<file path="config.mk">
export PLATFORM = sky130hd
export DESIGN_NAME = double_step_line_rasterizer
export DESIGN_NICKNAME = d
export VERILOG_FILES = /design/src/rtl/dlr_pkg.sv /design/src/rtl/dlr_div.sv /design/src/rtl/dlr_dp.sv /design/src/rtl/dlr_ctrl.sv /design/src/rtl/double_step_line_rasterizer.sv
export SDC_FILE = /design/constraint.sdc
export NUM_CORES = 2
export LEC_CHECK = 0
export ABC_CLOCK_PERIOD_IN_PS = 17400
export BUFFER_PORTS_ARGS = -buffer_cell sky130_fd_sc_hd__buf_2
export CORE_MARGIN = 1
export CORE_UTILIZATION = 40
export CTS_BUF_LIST = sky130_fd_sc_hd__clkbuf_8
export DETAILED_ROUTE_END_ITERATION = 7
export PLACE_DENSITY_LB_ADDON = 0.1
export SLEW_MARGIN = 10
export SYNTH_ARGS = -nofsm -noshare
export SYNTH_HDL_FRONTEND = slang
export SYNTH_SLANG_ARGS = --single-unit
</file>
<file path="constraint.sdc">
create_clock -name clock -period 17.4 [get_ports clock]
set_input_delay 3.48 -clock clock [delete_from_list [all_inputs] [get_ports clock]]
set_output_delay 3.48 -clock clock [all_outputs]
set_load 0.05 [all_outputs]
</file>
<file path="src/rtl/dlr_pkg.sv">
package dlr_pkg;

   localparam int COORD_BITS_DEF = 11;
   localparam int QUOT_BITS      = 17;
   localparam int DEPTH_BITS     = 16;
   localparam int COLOUR_BITS    = 24;

   localparam logic FUNC_START   = 1'b0;
   localparam logic FUNC_ADVANCE = 1'b1;

   localparam logic [1:0] CH_DEPTH   = 2'd0;
   localparam logic [1:0] CH_COLOUR0 = 2'd1;
   localparam logic [1:0] CH_COLOUR1 = 2'd2;
   localparam logic [1:0] CH_LAST    = 2'd3;

   typedef enum logic [2:0] {
      ST_IDLE,
      ST_PREP,
      ST_MUL,
      ST_DIV,
      ST_WAIT,
      ST_SHOW
   } ctrl_state_type;

   typedef enum logic [1:0] {
      PAT_1,
      PAT_2,
      PAT_3,
      PAT_4
   } pattern_type;

   typedef struct packed {
      logic       load;
      logic       mul;
      logic       div_go;
      logic       store;
      logic [1:0] pix;
      logic [1:0] ch;
   } dp_cmd_type;

   typedef struct packed {
      logic [2:0] n_pixels;
      logic       div_done;
   } dp_status_type;

endpackage

</file>
<file path="src/rtl/dlr_div.sv">
module dlr_div
   import dlr_pkg::*;
#(
   parameter int COORD_BITS = COORD_BITS_DEF
) (
   input  logic                            clock,
   input  logic                            reset,
   input  logic                            start,
   input  logic [QUOT_BITS+COORD_BITS-1:0] dividend,
   input  logic [COORD_BITS-1:0]           divisor,
   output logic                            done,
   output logic [QUOT_BITS-1:0]            quotient
);

   localparam int CW = $clog2(QUOT_BITS);

   logic [COORD_BITS-1:0] rem_ff, rem_in;
   logic [QUOT_BITS-1:0]  shf_ff, shf_in;
   logic [CW-1:0]         cnt_ff, cnt_in;
   logic                  busy_ff, busy_in;
   logic                  done_ff, done_in;
   logic [COORD_BITS:0]   trial;
   logic [COORD_BITS:0]   diff;
   logic                  ge;

   // restoring division, one quotient bit per cycle; quotient bits shift in
   // behind the dividend bits
   always_comb begin
      trial   = {rem_ff, shf_ff[QUOT_BITS-1]};
      ge      = trial >= {1'b0, divisor};
      diff    = trial - {1'b0, divisor};
      rem_in  = rem_ff;
      shf_in  = shf_ff;
      cnt_in  = cnt_ff;
      busy_in = busy_ff;
      done_in = 1'b0;
      if (start) begin
         rem_in  = dividend[QUOT_BITS +: COORD_BITS];
         shf_in  = dividend[QUOT_BITS-1:0];
         cnt_in  = '0;
         busy_in = 1'b1;
      end else if (busy_ff) begin
         rem_in = ge ? diff[COORD_BITS-1:0] : trial[COORD_BITS-1:0];
         shf_in = {shf_ff[QUOT_BITS-2:0], ge};
         cnt_in = cnt_ff + 1'b1;
         if (cnt_ff == CW'(QUOT_BITS - 1)) begin
            busy_in = 1'b0;
            done_in = 1'b1;
         end
      end
   end

   always_ff @(posedge clock) begin
      rem_ff <= rem_in;
      shf_ff <= shf_in;
      cnt_ff <= cnt_in;
      if (reset) begin
         busy_ff <= 1'b0;
         done_ff <= 1'b0;
      end else begin
         busy_ff <= busy_in;
         done_ff <= done_in;
      end
   end

   assign done     = done_ff;
   assign quotient = shf_ff;

endmodule

</file>
<file path="src/rtl/dlr_dp.sv">
module dlr_dp
   import dlr_pkg::*;
#(
   parameter int COORD_BITS = COORD_BITS_DEF
) (
   input  logic                          clock,
   input  logic                          reset,
   input  dp_cmd_type                    cmd,
   output dp_status_type                 status,
   input  logic                          func,
   input  logic [COORD_BITS-1:0]         start_x,
   input  logic [COORD_BITS-1:0]         start_y,
   input  logic signed [DEPTH_BITS-1:0]  start_depth,
   input  logic [COLOUR_BITS-1:0]        start_colour,
   input  logic [COORD_BITS-1:0]         end_x,
   input  logic [COORD_BITS-1:0]         end_y,
   input  logic signed [DEPTH_BITS-1:0]  end_depth,
   input  logic [COLOUR_BITS-1:0]        end_colour,
   output logic [COORD_BITS-1:0]         pixel_x,
   output logic [COORD_BITS-1:0]         pixel_y,
   output logic signed [DEPTH_BITS-1:0]  pixel_depth,
   output logic [COLOUR_BITS-1:0]        pixel_colour,
   output logic                          last_pixel
);

   localparam int CB = COORD_BITS;
   localparam int DW = CB + 5;
   localparam int LW = QUOT_BITS + CB;
   localparam int SW = CB - 2;

   // line state
   logic                 active_ff, active_in;
   logic [CB-1:0]        fmaj_ff, fmaj_in, fmin_ff, fmin_in;
   logic [CB-1:0]        bmaj_ff, bmaj_in, bmin_ff, bmin_in;
   logic [CB-1:0]        origin_ff, origin_in;
   logic [CB-1:0]        mlen_ff, mlen_in, nlen_ff, nlen_in;
   logic signed [DW-1:0] dec_ff, dec_in;
   logic                 neg_step_ff, neg_step_in;
   logic                 swap_ff, swap_in;
   logic                 steep_ff, steep_in;
   logic [SW-1:0]        steps_ff, steps_in;
   logic [1:0]           tail_ff, tail_in;
   logic signed [DEPTH_BITS-1:0] bdepth_ff, bdepth_in;
   logic signed [DEPTH_BITS:0]   ddepth_ff, ddepth_in;
   logic [COLOUR_BITS-1:0]       bcol_ff, bcol_in;
   logic [26:0]                  dcol_ff, dcol_in;

   // pixels of the current item
   logic [CB-1:0] pmaj_ff [4];
   logic [CB-1:0] pmaj_in [4];
   logic [CB-1:0] pmin_ff [4];
   logic [CB-1:0] pmin_in [4];
   logic [3:0]    plast_ff, plast_in;
   logic [2:0]    n_ff, n_in;

   // start path
   logic [CB-1:0] dx_s, dy_s, ma1, mi1, ma2, mi2, ldx, ldy, ldx_m1;
   logic          swap_s, far_first;
   logic signed [DEPTH_BITS-1:0] zn, zf;
   logic [COLOUR_BITS-1:0]       cn, cf;
   logic signed [DW-1:0]         sdx, sdy;
   logic                         steep_s;

   // advance path
   logic signed [DW-1:0] adx, ady, cval, incr1, incr2;
   pattern_type          pat;
   logic [CB-1:0]        fo, so, third;
   logic [CB-1:0]        fm1, fm2, bm1, bm2, bm3;
   logic [SW-1:0]        steps_dec;
   logic                 last4;

   always_comb begin
      // start: order by major axis
      dx_s   = (end_x >= start_x) ? end_x - start_x : start_x - end_x;
      dy_s   = (end_y >= start_y) ? end_y - start_y : start_y - end_y;
      swap_s = dy_s > dx_s;
      ma1    = swap_s ? start_y : start_x;
      mi1    = swap_s ? start_x : start_y;
      ma2    = swap_s ? end_y : end_x;
      mi2    = swap_s ? end_x : end_y;
      ldx    = swap_s ? dy_s : dx_s;
      ldy    = swap_s ? dx_s : dy_s;
      far_first = ma1 > ma2;
      zn     = far_first ? end_depth : start_depth;
      zf     = far_first ? start_depth : end_depth;
      cn     = far_first ? end_colour : start_colour;
      cf     = far_first ? start_colour : end_colour;
      sdx    = $signed({5'b0, ldx});
      sdy    = $signed({5'b0, ldy});
      steep_s = {ldy, 1'b0} >= {1'b0, ldx};
      ldx_m1 = ldx - 1'b1;

      // advance: pick the pattern from the decision value
      adx   = $signed({5'b0, mlen_ff});
      ady   = $signed({5'b0, nlen_ff});
      cval  = steep_ff ? ((ady - adx) <<< 1) : (ady <<< 1);
      incr1 = cval <<< 1;
      incr2 = (ady <<< 2) - (adx <<< 1);
      if (steep_ff) begin
         pat = (dec_ff > 0) ? PAT_4 : ((dec_ff < cval) ? PAT_2 : PAT_3);
      end else begin
         pat = (dec_ff < 0) ? PAT_1 : ((dec_ff < cval) ? PAT_2 : PAT_3);
      end
      case (pat)
         PAT_1: begin
            fo = CB'(0); so = CB'(0); third = CB'(0);
         end
         PAT_2: begin
            fo = CB'(0); so = CB'(1); third = CB'(0);
         end
         PAT_3: begin
            fo = CB'(1); so = CB'(1);
            third = (steep_ff && !(dec_ff > cval)) ? CB'(0) : CB'(1);
         end
         default: begin
            fo = CB'(1); so = CB'(2); third = CB'(1);
         end
      endcase
      fm1 = neg_step_ff ? fmin_ff - fo : fmin_ff + fo;
      fm2 = neg_step_ff ? fmin_ff - so : fmin_ff + so;
      bm1 = neg_step_ff ? bmin_ff + fo : bmin_ff - fo;
      bm2 = neg_step_ff ? bmin_ff + so : bmin_ff - so;
      bm3 = neg_step_ff ? bmin_ff + third : bmin_ff - third;
      steps_dec = steps_ff - 1'b1;
      last4 = (steps_dec == '0) && (tail_ff == 2'd0);

      // hold by default
      active_in = active_ff;
      fmaj_in = fmaj_ff; fmin_in = fmin_ff; bmaj_in = bmaj_ff; bmin_in = bmin_ff;
      origin_in = origin_ff; mlen_in = mlen_ff; nlen_in = nlen_ff;
      dec_in = dec_ff; neg_step_in = neg_step_ff; swap_in = swap_ff;
      steep_in = steep_ff; steps_in = steps_ff; tail_in = tail_ff;
      bdepth_in = bdepth_ff; ddepth_in = ddepth_ff;
      bcol_in = bcol_ff; dcol_in = dcol_ff;
      for (int i = 0; i < 4; i++) begin
         pmaj_in[i] = pmaj_ff[i];
         pmin_in[i] = pmin_ff[i];
      end
      plast_in = plast_ff;
      n_in     = n_ff;

      if (func == FUNC_START) begin
         neg_step_in = (end_x < start_x) != (end_y < start_y);
         swap_in   = swap_s;
         fmaj_in   = far_first ? ma2 : ma1;
         fmin_in   = far_first ? mi2 : mi1;
         bmaj_in   = far_first ? ma1 : ma2;
         bmin_in   = far_first ? mi1 : mi2;
         origin_in = far_first ? ma2 : ma1;
         mlen_in   = ldx;
         nlen_in   = ldy;
         bdepth_in = zn;
         ddepth_in = {zf[DEPTH_BITS-1], zf} - {zn[DEPTH_BITS-1], zn};
         bcol_in   = cn;
         for (int k = 0; k < 3; k++) begin
            dcol_in[9*k +: 9] = {1'b0, cf[8*k +: 8]} - {1'b0, cn[8*k +: 8]};
         end
         steps_in  = ldx_m1[CB-1:2];
         tail_in   = ldx_m1[1:0];
         steep_in  = steep_s;
         dec_in    = steep_s ? (((sdy - sdx) <<< 2) + sdx) : ((sdy <<< 2) - sdx);
         pmaj_in[0] = far_first ? ma2 : ma1;
         pmin_in[0] = far_first ? mi2 : mi1;
         pmaj_in[1] = far_first ? ma1 : ma2;
         pmin_in[1] = far_first ? mi1 : mi2;
         plast_in   = {2'b00, ldx == CB'(1), ldx == '0};
         n_in       = (ldx == '0) ? 3'd1 : 3'd2;
         active_in  = ldx > CB'(1);
      end else if (!active_ff) begin
         n_in = 3'd0;
      end else if (steps_ff != '0) begin
         // one double step from both ends
         pmaj_in[0] = fmaj_ff + CB'(1); pmin_in[0] = fm1;
         pmaj_in[1] = fmaj_ff + CB'(2); pmin_in[1] = fm2;
         pmaj_in[2] = bmaj_ff - CB'(1); pmin_in[2] = bm1;
         pmaj_in[3] = bmaj_ff - CB'(2); pmin_in[3] = bm2;
         plast_in   = {last4, 3'b000};
         n_in       = 3'd4;
         steps_in   = steps_dec;
         fmaj_in    = fmaj_ff + CB'(2); fmin_in = fm2;
         bmaj_in    = bmaj_ff - CB'(2); bmin_in = bm2;
         dec_in     = dec_ff + (((pat == PAT_1) || (pat == PAT_4)) ? incr1 : incr2);
         active_in  = !last4;
      end else begin
         // final zero to three pixels
         pmaj_in[0] = fmaj_ff + CB'(1); pmin_in[0] = fm1;
         pmaj_in[1] = fmaj_ff + CB'(2); pmin_in[1] = fm2;
         pmaj_in[2] = bmaj_ff - CB'(1); pmin_in[2] = bm3;
         plast_in   = {1'b0, tail_ff == 2'd3, tail_ff == 2'd2, tail_ff == 2'd1};
         n_in       = {1'b0, tail_ff};
         tail_in    = 2'd0;
         active_in  = 1'b0;
      end
   end

   always_ff @(posedge clock) begin
      if (cmd.load) begin
         fmaj_ff <= fmaj_in; fmin_ff <= fmin_in; bmaj_ff <= bmaj_in; bmin_ff <= bmin_in;
         origin_ff <= origin_in; mlen_ff <= mlen_in; nlen_ff <= nlen_in;
         dec_ff <= dec_in; neg_step_ff <= neg_step_in; swap_ff <= swap_in;
         steep_ff <= steep_in; steps_ff <= steps_in; tail_ff <= tail_in;
         bdepth_ff <= bdepth_in; ddepth_ff <= ddepth_in;
         bcol_ff <= bcol_in; dcol_ff <= dcol_in;
         for (int i = 0; i < 4; i++) begin
            pmaj_ff[i] <= pmaj_in[i];
            pmin_ff[i] <= pmin_in[i];
         end
         plast_ff <= plast_in;
      end
      if (reset) begin
         active_ff <= 1'b0;
         n_ff      <= 3'd0;
      end else if (cmd.load) begin
         active_ff <= active_in;
         n_ff      <= n_in;
      end
   end

   // interpolation: one channel at a time through the shared divider
   logic [CB-1:0]                offset;
   logic signed [DEPTH_BITS:0]   delta_sel;
   logic signed [DEPTH_BITS-1:0] base_sel;
   logic [QUOT_BITS-1:0]         mag;
   logic [LW-1:0]                prod_ff;
   logic                         qneg_ff;
   logic signed [DEPTH_BITS-1:0] base_ff;
   logic                         zlen_ff;
   logic                         div_done;
   logic [QUOT_BITS-1:0]         quot;
   logic signed [QUOT_BITS:0]    qs;
   logic signed [QUOT_BITS:0]    sum;
   logic signed [DEPTH_BITS-1:0] depth_ff;
   logic [COLOUR_BITS-1:0]       colour_ff;

   always_comb begin
      offset = pmaj_ff[cmd.pix] - origin_ff;
      case (cmd.ch)
         CH_DEPTH: begin
            delta_sel = ddepth_ff;
            base_sel  = bdepth_ff;
         end
         CH_COLOUR0: begin
            delta_sel = {{8{dcol_ff[8]}}, dcol_ff[8:0]};
            base_sel  = {8'b0, bcol_ff[7:0]};
         end
         CH_COLOUR1: begin
            delta_sel = {{8{dcol_ff[17]}}, dcol_ff[17:9]};
            base_sel  = {8'b0, bcol_ff[15:8]};
         end
         default: begin
            delta_sel = {{8{dcol_ff[26]}}, dcol_ff[26:18]};
            base_sel  = {8'b0, bcol_ff[23:16]};
         end
      endcase
      mag = delta_sel[DEPTH_BITS] ? QUOT_BITS'(-delta_sel) : QUOT_BITS'(delta_sel);
   end

   always_ff @(posedge clock) begin
      if (cmd.mul) begin
         prod_ff <= LW'(mag) * LW'(offset);
         qneg_ff <= delta_sel[DEPTH_BITS];
         base_ff <= base_sel;
         zlen_ff <= mlen_ff == '0;
      end
   end

   dlr_div #(
      .COORD_BITS(COORD_BITS)
   ) u_div (
      .clock    (clock),
      .reset    (reset),
      .start    (cmd.div_go),
      .dividend (prod_ff),
      .divisor  (mlen_ff),
      .done     (div_done),
      .quotient (quot)
   );

   always_comb begin
      if (zlen_ff) begin
         qs = '0;
      end else if (qneg_ff) begin
         qs = -$signed({1'b0, quot});
      end else begin
         qs = $signed({1'b0, quot});
      end
      sum = $signed({{2{base_ff[DEPTH_BITS-1]}}, base_ff}) + qs;
   end

   always_ff @(posedge clock) begin
      if (cmd.store) begin
         case (cmd.ch)
            CH_DEPTH:   depth_ff         <= sum[DEPTH_BITS-1:0];
            CH_COLOUR0: colour_ff[7:0]   <= sum[7:0];
            CH_COLOUR1: colour_ff[15:8]  <= sum[7:0];
            default:    colour_ff[23:16] <= sum[7:0];
         endcase
      end
   end

   assign status.n_pixels = n_ff;
   assign status.div_done = div_done;

   assign pixel_x      = swap_ff ? pmin_ff[cmd.pix] : pmaj_ff[cmd.pix];
   assign pixel_y      = swap_ff ? pmaj_ff[cmd.pix] : pmin_ff[cmd.pix];
   assign pixel_depth  = depth_ff;
   assign pixel_colour = colour_ff;
   assign last_pixel   = plast_ff[cmd.pix];

endmodule

</file>
<file path="src/rtl/dlr_ctrl.sv">
module dlr_ctrl
   import dlr_pkg::*;
(
   input  logic          clock,
   input  logic          reset,
   input  logic          req_valid,
   output logic          req_ready,
   output logic          rsp_valid,
   input  logic          rsp_ready,
   output dp_cmd_type    cmd,
   input  dp_status_type status
);

   ctrl_state_type state_ff, state_in;
   logic [1:0]     pix_ff, pix_in;
   logic [1:0]     ch_ff, ch_in;

   always_ff @(posedge clock) begin
      if (reset) begin
         state_ff <= ST_IDLE;
         pix_ff   <= 2'd0;
         ch_ff    <= CH_DEPTH;
      end else begin
         state_ff <= state_in;
         pix_ff   <= pix_in;
         ch_ff    <= ch_in;
      end
   end

   always_comb begin
      state_in   = state_ff;
      pix_in     = pix_ff;
      ch_in      = ch_ff;
      req_ready  = 1'b0;
      rsp_valid  = 1'b0;
      cmd.load   = 1'b0;
      cmd.mul    = 1'b0;
      cmd.div_go = 1'b0;
      cmd.store  = 1'b0;
      cmd.pix    = pix_ff;
      cmd.ch     = ch_ff;
      case (state_ff)
         ST_IDLE: begin
            req_ready = 1'b1;
            if (req_valid) begin
               cmd.load = 1'b1;
               state_in = ST_PREP;
            end
         end
         ST_PREP: begin
            pix_in   = 2'd0;
            ch_in    = CH_DEPTH;
            state_in = (status.n_pixels == 3'd0) ? ST_IDLE : ST_MUL;
         end
         ST_MUL: begin
            cmd.mul  = 1'b1;
            state_in = ST_DIV;
         end
         ST_DIV: begin
            cmd.div_go = 1'b1;
            state_in   = ST_WAIT;
         end
         ST_WAIT: begin
            if (status.div_done) begin
               cmd.store = 1'b1;
               if (ch_ff == CH_LAST) begin
                  state_in = ST_SHOW;
               end else begin
                  ch_in    = ch_ff + 1'b1;
                  state_in = ST_MUL;
               end
            end
         end
         ST_SHOW: begin
            rsp_valid = 1'b1;
            if (rsp_ready) begin
               if ({1'b0, pix_ff} == status.n_pixels - 3'd1) begin
                  state_in = ST_IDLE;
               end else begin
                  pix_in   = pix_ff + 1'b1;
                  ch_in    = CH_DEPTH;
                  state_in = ST_MUL;
               end
            end
         end
         default: state_in = ST_IDLE;
      endcase
   end

   a_div_not_instant: assert property (@(posedge clock) disable iff (reset)
      cmd.div_go |=> !status.div_done)
      else $error("divider finished right after start");

   a_pix_in_range: assert property (@(posedge clock) disable iff (reset)
      state_ff == ST_SHOW |-> {1'b0, pix_ff} < status.n_pixels)
      else $error("pixel index beyond item pixel count");

   a_count_bound: assert property (@(posedge clock) disable iff (reset)
      state_ff == ST_PREP |-> status.n_pixels <= 3'd4)
      else $error("more than four pixels for one item");

   a_wait_exit: assert property (@(posedge clock) disable iff (reset)
      (state_ff == ST_WAIT && status.div_done) |=> (state_ff == ST_SHOW || state_ff == ST_MUL))
      else $error("channel store did not advance the sequence");

endmodule

</file>
<file path="src/rtl/double_step_line_rasterizer.sv">
// Symmetric double-step line rasterizer. A start transfer (req_tuser 0) loads
// two endpoints and returns the near endpoint, then the far endpoint unless
// the line has zero length; each advance transfer (req_tuser 1) returns the
// four pixels of one double step, or the final zero to three pixels, and an
// advance with no line in progress returns nothing. Every pixel carries depth
// and three colour channels interpolated as base + delta*offset/length,
// truncated toward zero. One item is processed at a time: the block takes a
// new request only after all pixels of the previous one have been taken.
// Before each pixel is offered, depth and each colour channel pass in turn
// through a single multiplier and one shared 17-step restoring divider, and a
// request is accepted in the cycle after the last pixel's transfer.
module double_step_line_rasterizer
   import dlr_pkg::*;
#(
   parameter int COORD_BITS = COORD_BITS_DEF,
   localparam int REQ_W = ((4 * COORD_BITS + 80 + 7) / 8) * 8,
   localparam int RSP_W = ((2 * COORD_BITS + 40 + 7) / 8) * 8
) (
   input  logic             clock,
   input  logic             reset,
   input  logic             req_tvalid,
   output logic             req_tready,
   // start_x, start_y, start_depth, start_colour, end_x, end_y, end_depth, end_colour
   input  logic [REQ_W-1:0] req_tdata,
   // func: 0 start a line, 1 advance
   input  logic             req_tuser,
   output logic             rsp_tvalid,
   input  logic             rsp_tready,
   // pixel_x, pixel_y, pixel_depth, pixel_colour
   output logic [RSP_W-1:0] rsp_tdata,
   // last_pixel
   output logic             rsp_tlast
);

   localparam int CB = COORD_BITS;

   dp_cmd_type    cmd;
   dp_status_type status;

   logic [CB-1:0]                pixel_x, pixel_y;
   logic signed [DEPTH_BITS-1:0] pixel_depth;
   logic [COLOUR_BITS-1:0]       pixel_colour;
   logic signed [DEPTH_BITS-1:0] start_depth, end_depth;

   // unpack request fields, lowest first
   assign start_depth = req_tdata[2*CB +: DEPTH_BITS];
   assign end_depth   = req_tdata[4*CB+40 +: DEPTH_BITS];

   dlr_ctrl u_ctrl (
      .clock     (clock),
      .reset     (reset),
      .req_valid (req_tvalid),
      .req_ready (req_tready),
      .rsp_valid (rsp_tvalid),
      .rsp_ready (rsp_tready),
      .cmd       (cmd),
      .status    (status)
   );

   dlr_dp #(
      .COORD_BITS(COORD_BITS)
   ) u_dp (
      .clock        (clock),
      .reset        (reset),
      .cmd          (cmd),
      .status       (status),
      .func         (req_tuser),
      .start_x      (req_tdata[0 +: CB]),
      .start_y      (req_tdata[CB +: CB]),
      .start_depth  (start_depth),
      .start_colour (req_tdata[2*CB+16 +: COLOUR_BITS]),
      .end_x        (req_tdata[2*CB+40 +: CB]),
      .end_y        (req_tdata[3*CB+40 +: CB]),
      .end_depth    (end_depth),
      .end_colour   (req_tdata[4*CB+56 +: COLOUR_BITS]),
      .pixel_x      (pixel_x),
      .pixel_y      (pixel_y),
      .pixel_depth  (pixel_depth),
      .pixel_colour (pixel_colour),
      .last_pixel   (rsp_tlast)
   );

   // pack the pixel, zero-fill to whole bytes
   assign rsp_tdata = RSP_W'({pixel_colour, pixel_depth, pixel_y, pixel_x});

endmodule
</file>
### After elaboration in Yosys (flattened, before gate mapping)

Memories as Yosys holds them, arrays and structs flattened. A register that Yosys moved wholly into a read port is not among the register bits.
Index checks and enable logic that the tools add are counted.

| word-level totals | value |
|---|---|
| register bits after elaboration | 327 |
| RAM bits | 88 |
| memories | 2 |

Memories:

| memory | depth | bits a word | read ports | clocked after Yosys merged registers in | wr ports | RTL line | text |
|---|---|---|---|---|---|---|---|
| u_dp.pmaj_ff | 4 | 11 | 1 | 1 | 4 | dlr_dp.sv:49 | `logic [CB-1:0] pmaj_ff [4];` |
| u_dp.pmin_ff | 4 | 11 | 1 | 1 | 4 | dlr_dp.sv:51 | `logic [CB-1:0] pmin_ff [4];` |

| operators by class | value |
|---|---|
| add/subtract/negate cells | 39 |
| $mul | 1 |
| magnitude comparators | 14 |
| equal/unequal tests | 32 |
| multiplexer cells | 119 |
| bitwise operators | 3 |
| reductions and logical operators | 35 |

Operators by type and width:

| operator | count |
|---|---|
| 2-to-1 mux 11 bit | 37 |
| 2-to-1 mux 16 bit | 10 |
| subtractor 11 bit | 9 |
| 2-to-1 mux 22 bit | 4 |
| 2-to-1 mux 44 bit | 2 |
| 2-to-1 mux 17 bit | 3 |
| case mux 17 bit (3 select lines) | 1 |
| 2-to-1 mux 24 bit | 2 |
| case mux 16 bit (3 select lines) | 1 |
| 2-to-1 mux 2 bit | 21 |
| adder 11 bit | 3 |
| adder 16 bit | 2 |
| multiplier 17 x 11 -> 28 bit | 1 |
| 2-to-1 mux 9 bit | 3 |
| subtractor 8 x 8 -> 9 bit | 3 |
| greater-or-equal comparator 12 x 11 -> 1 bit | 2 |
| subtractor 11 x 11 -> 12 bit | 2 |
| adder 11 x 2 -> 11 bit | 2 |
| greater-or-equal comparator 11 bit | 2 |
| greater-than comparator 11 bit | 2 |
| zero test 11 bit | 2 |
| less-than comparator 11 bit | 2 |
| case mux 11 bit (2 select lines) | 1 |
| subtractor 11 x 1 -> 11 bit (second input constant) | 2 |
| other kinds (56) | 124 |

### Longest topological paths before layout

| logic depth | value |
|---|---|
| word-level depth | 14 |
| depth in mapped cells | 49 |
| gate-level depth less buffers | 42 |

### Cells and area by module

Synthesis repeated with hierarchy kept, for this count alone.

| unflattened totals | value |
|---|---|
| cell total of the unflattened synthesis | 4058 |
| area total of the unflattened synthesis | 37762.5 um^2 |

Modules (own cells, without submodules):

| module | instances | cells each | area each (um^2) |
|---|---|---|---|
| dlr_dp | 1 | 3784 | 34984.8 |
| dlr_div | 1 | 199 | 2215.9 |
| dlr_ctrl | 1 | 72 | 543.0 |
| double_step_line_rasterizer | 1 | 3 | 18.8 |

### Least setup slack after synthesis

Ideal clock, no wire load.

| path | value |
|---|---|
| kind | input to register |
| start | input req_tdata[19] |
| end | register u_dp.ddepth_ff[16] (data pin) |
| setup time | 0.274 ns |
| data arrival time | 13.319 ns |
| required time | 17.126 ns |
| path slack | 3.807 ns |
| stages on the path | 46 |
| cells stage by stage | inv_1 ha_1 buf_6 a21oi_2 o21a_1 and3_4 nand2_4 mux2i_1 mux2_2 a311oi_1 ha_1 buf_2 nand4_1 or3_1 nor2b_1 nor2_4 buf_2 buf_1 [10 not listed] clkbuf_1 clkbuf_1 buf_1 clkbuf_1 nor2_1 a21oi_1 ha_1 nor2_1 maj3_1 or4_1 a32oi_1 nor3_1 a31oi_1 a221oi_1 or4_1 a211o_1 a21oi_1 a221oi_1 |

| between the ends | value |
|---|---|
| word-level cells in the longest chain between the ends | 7 |
| elaborated cells on any way between the ends | 11 |

RTL lines:

| what | RTL line | text |
|---|---|---|
| start: declaration | double_step_line_rasterizer.sv:24 | `input logic [REQ_W-1:0] req_tdata,` |
| subtractor 11 bit / greater-or-equal comparator 11 bit (equally long branches) | dlr_dp.sv:75 | `dy_s = (end_y >= start_y) ? end_y - start_y : start_y - end_y;` |
| 2-to-1 mux 11 bit | dlr_dp.sv:75 |  |
| greater-than comparator 11 bit | dlr_dp.sv:76 | `swap_s = dy_s > dx_s;` |
| 2-to-1 mux 11 bit, on equally long branches | dlr_dp.sv:77, dlr_dp.sv:79 |  |
| greater-than comparator 11 bit * | dlr_dp.sv:83 | `far_first = ma1 > ma2;` |
| 2-to-1 mux 16 bit, on equally long branches | dlr_dp.sv:85, dlr_dp.sv:84 |  |
| subtractor 16 x 16 -> 17 bit * | dlr_dp.sv:153 | `ddepth_in = {zf[DEPTH_BITS-1], zf} - {zn[DEPTH_BITS-1], zn};` |
| end signal: assignment | dlr_dp.sv:202 | `bdepth_ff <= bdepth_in; ddepth_ff <= ddepth_in;` |
| end: declaration | dlr_dp.sv:44 | `logic signed [DEPTH_BITS:0] ddepth_ff, ddepth_in;` |

Every way passes the cells marked *; elsewhere a longest branch is shown, timed or not.
A chain may end at the register's enable or synchronous reset.

### Worst setup path in the final report

Ends and elaborated chain as after synthesis.

==> impl_metrics.sql <==
INSERT INTO impl_metrics (metric_group, metric, value, unit) VALUES
('logic_synthesis', 'ys.warnings.count', '0', ''),
('place', 'routabilityCongestion', '0.915', ''),
('routing', 'postRouteWirelength', '115000', 'um'),
('timing', 'rsz0062_at_grt', 'false', ''),
('die', 'placement_rows', '112', ''),
('setup_path', 'data_required_time_at_the_worst_endpoint', '17.81', 'ns'),
('setup_path', 'timing.critical_path.slowest_stage_cell', 'a311oi_1', ''),
('logic_synthesis', 'synth_top_area_cells', 'edfxtp_1 (32%), ha_1 (10%), fa_1 (7.9%), nand2_1 (5.0%), nor2_1 (4.1%)', ''),
('logic_synthesis', 'netlist_area', '37600', 'um^2'),
('global_route', 'total_routing_usage_gr', '0.243', ''),
('logic_synthesis', 'synth_area_leader_cell', 'edfxtp_1', ''),
('setup_path', 'critical_path.reg2reg.endpoint', 'u_dp.prod_ff[27]', ''),
('cts', 'tritoncts_clock_tree', 'built', ''),
('place', 'portBuffers', '193', ''),
('die', 'die-width', '309', 'um'),
('worst_hold_path', 'timing.hold.worst_endpoint', 'u_dp.u_div.done', ''),
('cells_and_area', 'flow.area_growth_from_synthesis', '10.1', '%'),
('worst_hold_path', 'worst_hold_startpoint', 'u_dp.u_div.cnt_ff[4]', ''),
('worst_hold_path', 'hold_path.class', 'reg -> reg', ''),
('cells_and_area', 'final_net_count', '4889', ''),
('timing', 'final-max-slew-violation-count', '0', ''),
('logic_synthesis', 'postSynth.asyncResetShare', '0', ''),
('global_route', 'largest_net_degree_at_the_start_of_global_routing', '82', ''),
('cts', 'post_cts.repair.setup_buffers', '0', ''),
('timing', 'actual_slew_at_the_worst_max_slew_pin', '1.17', 'ns'),
('cells_and_area', 'nFillCells', '9282', ''),
('setup_path', 'setup.worst_path.start', 'req_tdata[19]', ''),
('timing', 'finalCritPeriodShare', '0.783', ''),
('logic_synthesis', 'ys_ff_latch', '417', ''),
('worst_hold_path', 'min_path_cells', '2', ''),
('routing', 'dr_total_vias', '30100', ''),
('routing', 'detailedRoute.firstIterationViolations', '1858', ''),
('die', 'design.core.area', '93200', 'um^2'),
('routing', 'route.detailed.drc', '0', ''),
('cells_and_area', 'final_layout_size_suffix_gt1_frac', '0.109', ''),
('routing', 'routedWlPerCell', '20.5', 'um'),
('cts', 'root_buffer', 'clkbuf_8', ''),
('global_route', 'grt_pass1_vias', '29800', ''),
('global_route', 'global_route_wire_length_before_repair', '176000', 'um'),
('timing', 'finalHoldWorstSlack', '0.502', 'ns'),
('timing', 'timing.setup.tns', '0', 'ns'),
('logic_synthesis', 'syn-mean-instance-area', '9.11', 'um^2'),
('die', 'initial_utilization', '0.404', ''),
('place', 'post-dp-hpwl', '90400', 'um'),
('setup_path', 'end_kind', 'flip-flop', ''),
('logic_synthesis', 'syn-instance-count', '4132', ''),
('logic_synthesis', 'synthFlopType', 'edfxtp_1', ''),
('setup_path', 'worstPathMaxFanout', '58', ''),
('die', 'boundaryPins', '200', ''),
('setup_path', 'ff2ff_path_depth', '32', ''),
('setup_path', 'criticalPathCategory', 'in -> reg', ''),
('timing', 'postLayoutSetupSlackWorst', '3.78', 'ns'),
('timing', 'report.final.hold_viol_count', '0', ''),
('global_route', 'grt-ovfl-total', '0', ''),
('setup_path', 'arrival', '14.03', 'ns'),
('cts', 'cts_hold_buf', '0', ''),
('cts', 'clkSlewWorstSetupHoldPaths', '0.06', 'ns'),
('setup_path', 'reg2reg_slack', '7.37', 'ns'),
('logic_synthesis', 'yosysSeqAreaShare', '0.327', ''),
('global_route', 'antenna_violations_before_repair', '21', ''),
('logic_synthesis', 'synth_top_area_frac', '0.317', ''),
('status', 'status', 'complete, no violations', ''),
('setup_path', 'worstSetupStartpointType', 'input pin', ''),
('routing', 'antenna_violating_nets_post_route', '0', ''),
('timing', 'period_needed', '13.62', 'ns'),
('cts', 'cts_resized', '0', ''),
('routing', 'first_pass_iters', '7', ''),
('cts', 'cts_htree_levels', '3', ''),
('die', 'dieArea', '95300', 'um^2'),
('cts', 'cts_inserted_buffers', '78', ''),
('cts', 'clock_latency', '0.73', 'ns');
## worst max-delay path, delay by kind of cell
kind / cells / cell delay (ns)
fa+ha+maj: 5 / 1.92
compound gates: 13 / 3.95
buf+inv: 3 / 0.72
simple gates: 15 / 3.27
mux: 2 / 0.63
## routing by layer
metal | GRT usage | share of wire | up-vias
met5 | 0 | 0.0013 | -
met4 | 0.0798 | 0.031 | 20
met3 | 0.0452 | 0.053 | 191
met2 | 0.413 | 0.48 | 642
met1 | 0.310 | 0.44 | 14400
li1 | - | - | 14900
## state kept, by name (all words and copies together), names as in the netlist, 9 cells and up, named ones only
| name | flops |
|---|---|
| u_dp.pixel_depth | 16 |
| u_dp.bdepth_ff | 16 |
| u_dp.prod_ff | 28 |
| u_dp.u_div.quotient | 17 |
| u_dp.origin_ff | 11 |
| u_dp.dec_ff | 16 |
| u_dp.mlen_ff | 11 |
| u_dp.u_div.rem_ff | 11 |
| u_dp.steps_ff | 9 |
| u_dp.fmin_ff | 11 |
| u_dp.ddepth_ff | 17 |
| u_dp.bmin_ff | 11 |
| u_dp.bcol_ff | 24 |
| u_dp.dcol_ff | 27 |
| u_dp.pmin_ff | 44 |
| u_dp.nlen_ff | 11 |
| u_dp.fmaj_ff | 11 |
| u_dp.pmaj_ff | 44 |
| u_dp.base_ff | 16 |
| u_dp.pixel_colour | 24 |
| u_dp.bmaj_ff | 11 |
## per-stage QoR
stage,instance area (um^2),cells
4_1_cts,41400,5608
2_1_floorplan,37600,4133
6_report,41400,5616
3_3_place_gp,39900,5471
3_5_place_dp,39900,5471
5_1_grt,41400,5611
## layout make-up
| type | count | area [um^2] | share of cell area |
|---|---|---|---|
| antenna | 8 | 20.0 | 0.000483 |
| tap | 1254 | 1570 | 0.0379 |
| sequential | 417 | 12300 | 0.297 |
| clock inverter | 57 | 370 | 0.00894 |
| multi-input combinational | 3177 | 23300 | 0.562 |
| clock buffer | 80 | 1100 | 0.0266 |
| inverter | 376 | 1410 | 0.0341 |
| timing repair buffer | 247 | 1370 | 0.0331 |
## cell usage after synthesis (all sizes together), types with 44 or more instances
cell type,number
nand2b,92
nor2,418
o21ai,239
xnor2,168
mux2i,44
a21o,50
ha,310
nor3,71
fa,149
nor2b,75
nand2,501
clkbuf,120
edfxtp,397
inv,375
xor2,96
a21oi,272
nand3,59
o211ai,60
## cell usage in the layout, fill, tap and decap left out, types with 35 or more instances in the layout
cell / synthesis / layout
xor2_1: 96 / 96
xnor2_1: 167 / 166
nand2b_1: 90 / 90
nor2_1: 416 / 413
edfxtp_1: 397 / 397
nor3_1: 70 / 69
clkbuf_8: 0 / 80
nor2b_1: 74 / 74
nand3_1: 58 / 58
a21oi_1: 268 / 266
a21o_1: 50 / 50
buf_4: 7 / 55
and2_1: 36 / 36
o211ai_1: 58 / 58
fa_1: 149 / 149
a211oi_1: 35 / 35
nand2_1: 498 / 498
mux2i_1: 42 / 42
inv_1: 373 / 390
o21ai_0: 228 / 227
buf_2: 12 / 192
ha_1: 310 / 310
## kinds of logic after synthesis
family | synth area share
adder cells (fa/ha/maj) | 0.191
buffers and inverters | 0.0559
multiplexers | 0.0351
AO/OA/AOI/OAI | 0.157
other | 0.0000997
XOR/XNOR | 0.0616
AND/OR/NAND/NOR | 0.172
flip-flops | 0.327
## worst max-delay path by stage
stage | end | depth (start not counted)
global route | u_dp.ddepth_ff[16] | 39
global placement | u_dp.ddepth_ff[16] | 38
detailed placement | u_dp.ddepth_ff[16] | 38
finish | u_dp.ddepth_ff[16] | 38
floorplan | u_dp.ddepth_ff[16] | 46
CTS | u_dp.ddepth_ff[16] | 38
Power is not shown: default switching activity piles up to over one toggle a cycle in this logic, so the estimate is an artifact.
